### config.mk
export PLATFORM = sky130hd
export DESIGN_NAME = ogec_ram
export DESIGN_NICKNAME = d
export VERILOG_FILES = /design/src/rtl/ogec_ram.sv
export SDC_FILE = /design/constraint.sdc
export NUM_CORES = 2
export LEC_CHECK = 0
export BUFFER_PORTS_ARGS = -buffer_cell sky130_fd_sc_hd__buf_2
export CORE_UTILIZATION = 60
export CTS_CLUSTER_DIAMETER = 80
export CTS_CLUSTER_SIZE = 10
export DETAILED_ROUTE_END_ITERATION = 6
export GPL_TIMING_DRIVEN = 0
export HOLD_SLACK_MARGIN = 0.08
export PLACE_DENSITY = 0.76
export SKIP_LAST_GASP = 1
export SYNTH_ARGS = -nofsm -noshare
export SYNTH_HDL_FRONTEND = slang
export SYNTH_SLANG_ARGS = --single-unit
### constraint.sdc
create_clock -name clk_i -period 3.7 [get_ports clk_i]
set_clock_uncertainty 0.1 [all_clocks]
set_input_delay 0.185 -clock clk_i [delete_from_list [all_inputs] [get_ports clk_i]]
set_output_delay 0.185 -clock clk_i [all_outputs]
set_load 0.05 [all_outputs]
### src/rtl/ogec_ram.sv
`timescale 1ns / 1ps
module ogec_ram #(
  parameter int unsigned Width = 8,
  parameter int unsigned Depth = 256
) (
  input  logic                     clk_i,
  input  logic                     we_i,
  input  logic [$clog2(Depth)-1:0] waddr_i,
  input  logic [Width-1:0]         wdata_i,
  input  logic [$clog2(Depth)-1:0] raddr_i,
  output logic [Width-1:0]         rdata_o
);
  logic [Width-1:0] mem_q [Depth];
  always_ff @(posedge clk_i) begin
    if (we_i) begin
      mem_q[waddr_i] <= wdata_i;
    end
    rdata_o <= mem_q[raddr_i];
  end
endmodule

==> metrics <==
initial antenna violation count 23; mapped cell area 79600 um^2; CTS Buffer Depth 3; detailed-placement wirelength estimate 152 mm; worst setup margin -0.345 ns; register area approximately 60000 um^2; Final Hold Fails 0; area of the multi-input gates approximately 17000 um^2; DRC 22; RSZ-0062 raised after global routing false; worst skew pair latency 0.87 ns; Post-synth ARST share 0; share of layout cells above drive strength 1 0.220; FILL cells 8054; Startpoint Class primary input; Site Rows 133; grt total ovfl 0; max-cap viol count 0; crit path max fanout 10; max-slew violation count 0; top post-synthesis cells by count edfxtp_1 (2048), mux4_2 (454), nor2_1 (282); crit path time final ~4.0 ns; most frequent cell after synthesis edfxtp_1; Core ar. 131000 um^2; TritonCTS clock tree built; Slew @ Worst Pin 1.39 ns; final instance area 88600 um^2; vias post-DR 42900; Final Util 0.674; synth warn 0; drt wl/cell slightly above 40 um; period utilisation layout 1.09; WHS Path Cells 3; wirelength, routed 236 mm; drt initial violations between 7000 and 8000; Peak VDD IR 0.000503 V; CTS Buf Count around 220; Syn Nets 3759; path depth of the worst reg2reg path 6; CTS sink count 2056; CP endpoint kind flip-flop; CP arrival ~4.5 ns; DP Area 82300 um^2; Req. time, crit path 4.19 ns; CTS HTree Levels 4; Synth area leaders edfxtp_1 (77%), mux4_2 (13%), mux2i_1 (1.7%), nor2_1 (1.3%), a22oi_1 (1.3%); Max Freq about 250 MHz; post-synthesis sequential area ratio 0.775; RePlAce Congestion 0.993; area growth from synthesis to layout 11.4%; I/O pin cnt 34; initial cell density of the core 0.605; Synth cell types 55; largest net degree at the start of global routing 169; syn_area_per_cell 21.3 um^2; EDFF count, synth 2048; first-pass GRT wire length about 320 mm; DP Worst Slack -1.39 ns; total track usage 0.353; Synth Register Bits 2056; PD cells 541 nW/um^2; Yosys top cell area share 0.773; Overall Power 48.0 mW; Reg clk slew, reported paths 0.06 ns; Die Area 134000 um^2; Routed Antenna Nets 0; width of the die ~370 um; Post-CTS Setup Inserts 0; Static Leak 27.3 nW; DR pass1 iterations 7; area leader, netlist edfxtp_1; Syn Inst Count approximately 3700; die height 366 um; # port buffers 26; # setup viols final 5; drt via density 7.38; Hold/Removal Path Class primary input to flip-flop; Nets 4035; status finished, violations left; number of global-route vias before repair 42200; failing checks design-rule violations, negative setup slack; Rel. slew slack 0.0713; root buffer cell clkbuf_16; Top FF cell, synth edfxtp_1; critical path class primary input to flip-flop
==> worst paths after layout <==
path	start	end	slack [ns]
min reg2reg	mem_q[108][6]$_DFFE_PP_	rdata_o[6]$_DFF_P_	1.31
max	raddr_i[1]	rdata_o[1]$_DFF_P_	-0.35
max reg2reg	mem_q[237][1]$_DFFE_PP_	rdata_o[1]$_DFF_P_	0.37
min	waddr_i[5]	mem_q[113][6]$_DFFE_PP_	0.12
==> layout make-up <==
| cell class | count | share of cell area |
|---|---|---|
| antenna | 16 | 0.000452 |
| sequential | 2056 | 0.696 |
| tap | 1755 | 0.0248 |
| timing repair buffer | 50 | 0.00732 |
| inverter | 2 | 0.0000847 |
| clock inverter | 17 | 0.00329 |
| multi-input combinational | 1442 | 0.187 |
| clock buffer | 250 | 0.0646 |
| buffer | 233 | 0.0169 |
==> through the flow <==
step / setup TNS [ns] / std cells / hold WS [ns]
6_report: -0.742 / 5821 / 0.118
5_1_grt: 0 / 5807 / 0.155
4_1_cts: -0.0534 / 5805 / 0.0871
3_5_place_dp: -37.04 / 5528 / 0.513
3_3_place_gp: -1374.17 / 5514 / 0.558
2_1_floorplan: 0 / 3733 / 0.184
==> routing by layer <==
layer | up-vias | share of wire | track usage
met5 | - | 0.00066 | 0
met4 | 22 | 0.069 | 0.211
met3 | 777 | 0.16 | 0.127
met2 | 4035 | 0.45 | 0.520
met1 | 22000 | 0.33 | 0.457
li1 | 16200 | - | -
==> cell usage in the layout (no fill, tap or decap), types with 17 or more instances in the layout <==
master	Yosys	final
o221ai_1	46	46
edfxtp_1	2048	2048
buf_2	31	50
clkbuf_16	0	225
o22ai_1	28	28
nor4_1	24	17
nand2_1	33	33
mux2i_1	134	134
clkbuf_2	0	26
a21oi_1	96	96
clkbuf_1	111	114
buf_8	13	23
mux4_2	454	454
nand3_1	34	34
a22oi_1	133	133
nor2b_1	31	31
buf_6	21	21
nor3_1	22	22
nor2_1	282	281
buf_4	27	27
==> report_power, final <==
group          internal [mW]  switching (mW)
sequential              25.7          0.0180
clock                   10.9            8.57
combinational          0.841            1.98
total                   37.4            10.6
==> repair_timing <==
item,4_1_cts,5_1_grt
hold buffers,10,0
setup endpoints to repair,5,6
gates resized for setup,10,24
endpoints found under the hold margin,1148,0
==> flip-flops by register name, summed over array words and instances (netlist names) <==
register	cells
mem_q	2048
rdata_o	8
==> kinds of logic (layout without fill, tap and decap cells) <==
family	Yosys count	count (layout)	share of synthesized area
AOI/OAI and AO/OA	385	385	0.0342
DFF	2056	2056	0.775
and+or+nand+nor	466	466	0.0263
other	0	16	0
buffers and inverters	235	552	0.0183
muxes	591	591	0.146
==> critical path: stages <==
cell,delay (ns)
buf_2,0.21
buf_4,0.30
buf_2,0.34
clkdlybuf4s15_1,1.07
mux4_2,0.43
a22oi_1,0.24
a21oi_1,0.19
nor4_1,1.15
nor4_1,0.37
No activity file was read; power rests on OpenSTA's default activity.
