**config.mk**
```make
export PLATFORM = sky130hd
export DESIGN_NAME = ogec_expo
export DESIGN_NICKNAME = d
export VERILOG_FILES = /design/src/rtl/ogec_pkg.sv /design/src/rtl/ogec_expo.sv
export SDC_FILE = /design/constraint.sdc
export NUM_CORES = 2
export LEC_CHECK = 0
export ABC_AREA = 0
export BUFFER_PORTS_ARGS = -buffer_cell sky130_fd_sc_hd__buf_2
export CELL_PAD_IN_SITES_DETAIL_PLACEMENT = 0
export CELL_PAD_IN_SITES_GLOBAL_PLACEMENT = 2
export CORE_MARGIN = 8
export CORE_UTILIZATION = 45
export DETAILED_ROUTE_END_ITERATION = 8
export HOLD_SLACK_MARGIN = 0.03
export PLACE_DENSITY = 0.94
export SLEW_MARGIN = 10
export SYNTH_ARGS = -nofsm -noshare
export SYNTH_HDL_FRONTEND = slang
export SYNTH_SLANG_ARGS = --single-unit
```
**constraint.sdc**
```tcl
create_clock -name clk_i -period 20.6 [get_ports clk_i]
set_input_delay 1.03 -clock clk_i [delete_from_list [all_inputs] [get_ports clk_i]]
set_output_delay 1.03 -clock clk_i [all_outputs]
set_load 0.05 [all_outputs]
```
**src/rtl/ogec_pkg.sv**
```systemverilog
`timescale 1ns / 1ps
package ogec_pkg;
  localparam int unsigned SymbolCountDefault = 256;
  localparam int unsigned GreekWidthDefault  = 24;

  localparam int unsigned CfgIdxW = 3;
  localparam logic [CfgIdxW-1:0] CfgMult     = 3'd0;
  localparam logic [CfgIdxW-1:0] CfgMaxDelta = 3'd1;
  localparam logic [CfgIdxW-1:0] CfgMaxGamma = 3'd2;
  localparam logic [CfgIdxW-1:0] CfgThetaFlr = 3'd3;
  localparam logic [CfgIdxW-1:0] CfgVixPct   = 3'd4;

  localparam logic [1:0] KindGreeks = 2'd0;
  localparam logic [1:0] KindOrder  = 2'd1;
  localparam logic [1:0] KindFill   = 2'd2;
  localparam logic [1:0] KindVix    = 2'd3;

  localparam logic [2:0] RsnNone  = 3'd0;
  localparam logic [2:0] RsnBase  = 3'd1;
  localparam logic [2:0] RsnDelta = 3'd2;
  localparam logic [2:0] RsnGamma = 3'd3;
  localparam logic [2:0] RsnTheta = 3'd4;

  localparam logic signed [63:0] SMax = 64'sh7FFF_FFFF_FFFF_FFFF;
  localparam logic signed [63:0] SMin = 64'sh8000_0000_0000_0000;
  localparam logic [22:0] PctScale = 23'd6553600;

  typedef struct packed {
    logic       accepted;
    logic [2:0] reject_reason;
    logic       kill_switch;
  } result_t;

  function automatic logic signed [63:0] sat_add(logic signed [63:0] a,
                                                 logic signed [63:0] b);
    logic signed [64:0] s;
    s = {a[63], a} + {b[63], b};
    if (s > 65'sh0_7FFF_FFFF_FFFF_FFFF) return SMax;
    if (s < -65'sh0_8000_0000_0000_0000) return SMin;
    return s[63:0];
  endfunction

  function automatic logic [63:0] mag(logic signed [63:0] x);
    return x[63] ? (64'd0 - x) : x;
  endfunction
endpackage

```
**src/rtl/ogec_expo.sv**
```systemverilog
`timescale 1ns / 1ps
// Signed greek times quantity times multiplier, saturated to +-(2^63-1).
// Two register stages: magnitude product, then multiplier scaling.
module ogec_expo
  import ogec_pkg::*;
#(
  parameter int unsigned GreekWidth = GreekWidthDefault
) (
  input  logic                         clk_i,
  input  logic signed [GreekWidth+1:0] greek_i,
  input  logic [23:0]                  qty_i,
  input  logic                         ask_i,
  input  logic [9:0]                   mult_i,
  output logic signed [63:0]           expo_o
);
  localparam int unsigned PW = GreekWidth + 26;
  logic [GreekWidth+1:0] gmag;
  logic [PW-1:0]         prod_q;
  logic                  neg_q;
  logic [9:0]            mult_q;
  logic [PW+9:0]         full;
  logic [62:0]           m;
  logic signed [63:0]    expo_d;

  assign gmag = greek_i[GreekWidth+1] ? (~greek_i + 1'b1) : greek_i;

  always_ff @(posedge clk_i) begin
    prod_q <= PW'(gmag) * PW'(qty_i);
    neg_q  <= greek_i[GreekWidth+1] ^ ask_i;
    mult_q <= mult_i;
    expo_o <= expo_d;
  end

  always_comb begin
    full = (PW+10)'(prod_q) * (PW+10)'(mult_q);
    if (full > (PW+10)'(SMax)) m = SMax[62:0];
    else m = full[62:0];
    expo_d = neg_q ? -$signed({1'b0, m}) : $signed({1'b0, m});
  end
endmodule
```
==> metrics.txt <==
wire length per cell=19.2 um; Clock Pin Slew Worst Setup and Hold Paths=0.07 ns; worst min path class=in -> reg; clk root buf=clkbuf_16; Slew Viols, Final=0; Post-synth EDFFs=0; fillers=8788; Seq cells post-synth=125; register area=2520 sq um; status=finished, final reports clean; fmax=99.2 MHz; H-tree Lvls=4; later-pin clock latency in the skew report=0.45 ns; first-pass GRT wire length=181 mm; CORE AREA=89700 sq um; skew final=0.0163 ns; final antenna-violating net count=0; CP Max Fanout=24; DIE WIDTH=317 um; worst reg-to-reg path cell count=20; hold path cells=1; area grow syn2layout=5.27%; layout cell share with drive strength beyond 1=5.66%; Synth warnings=0; postcts setup bufs=0; CTS Buffer Depth=2; Net Count, Synth=5835; Worst Min Path Start=mult_i[8]; Seq/Total Area, Yosys=6.16%; Post-CTS Hold Fix Bufs=0; placed cell count=5648; drt drc=0; Initial DRC Count=1939; Crit path arrival time=10.41 ns; Most common cell on crit path=fa_1; total CTS buffers=17; post-synthesis cell type count=92; Post-CTS Resized=0; Worst Path Required=20.93 ns; multi-input logic area=34300 sq um; die height=317 um; 1st-pass router iterations=5; CTS tree=yes; Hold EP=mult_q[8]; clock sink count=125; Gate Count Post-Synth=4592; number of global-route vias before repair=33400; worst reg2reg endpoint=expo_o[59]; GRT overflow=0; initial antenna violation count=3; slowest cell on the critical path=o41ai_1; Mapped Area=40600 sq um; Rel. slew slack=24.6%; WS Path Type=in -> reg; HPWL Detailed=85.0 mm; post-synth top area cell=fa_1; synthesized area per cell=8.85 sq um; most common cell in the netlist=fa_1; Main synth FF type=dfxtp_1; CP endpoint kind=flip-flop; Setup TNS=0 ns; pin count of the biggest net entering global routing=65; Final min period=10.08 ns; Die Area=100000 sq um; I/O pin count=126; Worst Tran Pin Value=1.13 ns; GRT Total Usage=22.6%; I/O Buffers=125; row count=110; fin cells=5681; R2R Path Start=mult_q[5]; fraction of registers with async set/reset=0%; Synth area leaders=fa_1, ha_1, inv_1; Placer Congestion=0.895; Fin. Hold Viols=0; Vias/cell=5.35; Starting Density=45.3%; Crit path largest cell delay=0.79 ns; flop2flop setup slack=11.97 ns; Synth top area share=44.7%; period utilization=48.9%; Post-Route WL=109 mm; via count=30400; RSZ-0062 raised after global routing=false; final setup violation count=0; most instantiated cells after synthesis=fa_1, inv_1, nand2_1; final net count=5734; startpoint types=input port; Max Cap Viol=0
## how the worst max path moves through the flow
stage / from / slack (ns) / end
4_1_cts: greek_i[3] / 10.53 / prod_q[49]
5_1_grt: greek_i[3] / 9.94 / prod_q[49]
2_1_floorplan: greek_i[10] / 11.44 / prod_q[49]
3_5_place_dp: greek_i[3] / 10.08 / prod_q[49]
3_3_place_gp: greek_i[3] / 10.13 / prod_q[49]
6_report: greek_i[3] / 10.52 / prod_q[49]
## kinds of logic (layout without fill, tap and decap cells)
logic type                 after synthesis  count (layout)  share of synthesized area [%]
xor gates and xnor gates               168             168                           3.62
DFF                                    125             125                           6.16
muxes                                    3               3                         0.0739
buffers and inverters                 1120            1032                           10.4
AOI/OAI and AO/OA                      459             459                           7.85
and+or+nand+nor                       1536            1536                           18.8
other                                    0               1                              0
adders and majority gates             1181            1181                           53.1
## worst max-delay path: cells and delay by family
| family | cells | cell delay, ns |
|---|---|---|
| AO/OA/AOI/OAI | 7 | 2.48 |
| XOR/XNOR | 2 | 0.51 |
| adder cells (fa/ha/maj) | 8 | 3.90 |
| buffers and inverters | 5 | 0.45 |
| AND/OR/NAND/NOR | 8 | 2.02 |
## flip-flops by register name, indices dropped and copies added, names as in the netlist
name    cells
expo_o     64
prod_q     50
mult_q     10
neg_q       1
## through the flow
step	hold slack (ns)	instance area (sq um)	util, %	setup slack [ns]
2_1_floorplan	0.553	40600	-	11.44
3_3_place_gp	0.687	42200	47.0	10.13
3_5_place_dp	0.697	42200	47.0	10.08
4_1_cts	0.659	42800	47.7	10.53
5_1_grt	0.670	42800	47.7	9.94
6_report	0.678	42800	47.7	10.52
## final cells by class
type	instances	share of cell area [%]
diodes	1	0.00585
clock buffers	22	1.09
multi-input cells	3347	80.1
inverters	858	7.53
flip-flops and latches	125	5.88
well taps	1176	3.44
repair buffers	142	1.76
clock inverters	10	0.211
## layout by cell type (no fill, tap or decap), types with 10 or more instances in the layout
cell and n:
inv_1 858, buf_2 125, or2_2 12, o31ai_1 29, and3_1 15, ha_1 273
a21oi_1 108, nor2_1 72, fa_1 908, nor3_1 30, nand2_1 737, o21a_1 23
dfxtp_1 115, a211oi_1 13, o21ai_1 13, xnor2_4 15, nand3_1 32, o21ai_0 81
or4_1 10, nand2b_1 17, nor4_1 13, a21o_1 65, xnor2_1 110, buf_4 17
xor2_1 35, o21bai_1 16, nand4_1 24, or3_1 20, and2_1 511, clkbuf_16 17
## routing by layer
metal,vias up,GRT usage [%],wire (um)
met2,1019,37.6,50500
met1,15500,31.1,48800
met4,0,5.20,2210
met3,142,3.48,7790
li1,13700,-,-
met5,-,0,0
Power is left out: the tool's default activity adds up to more than one toggle a clock period on the data nets, which glitch-free logic cannot reach.
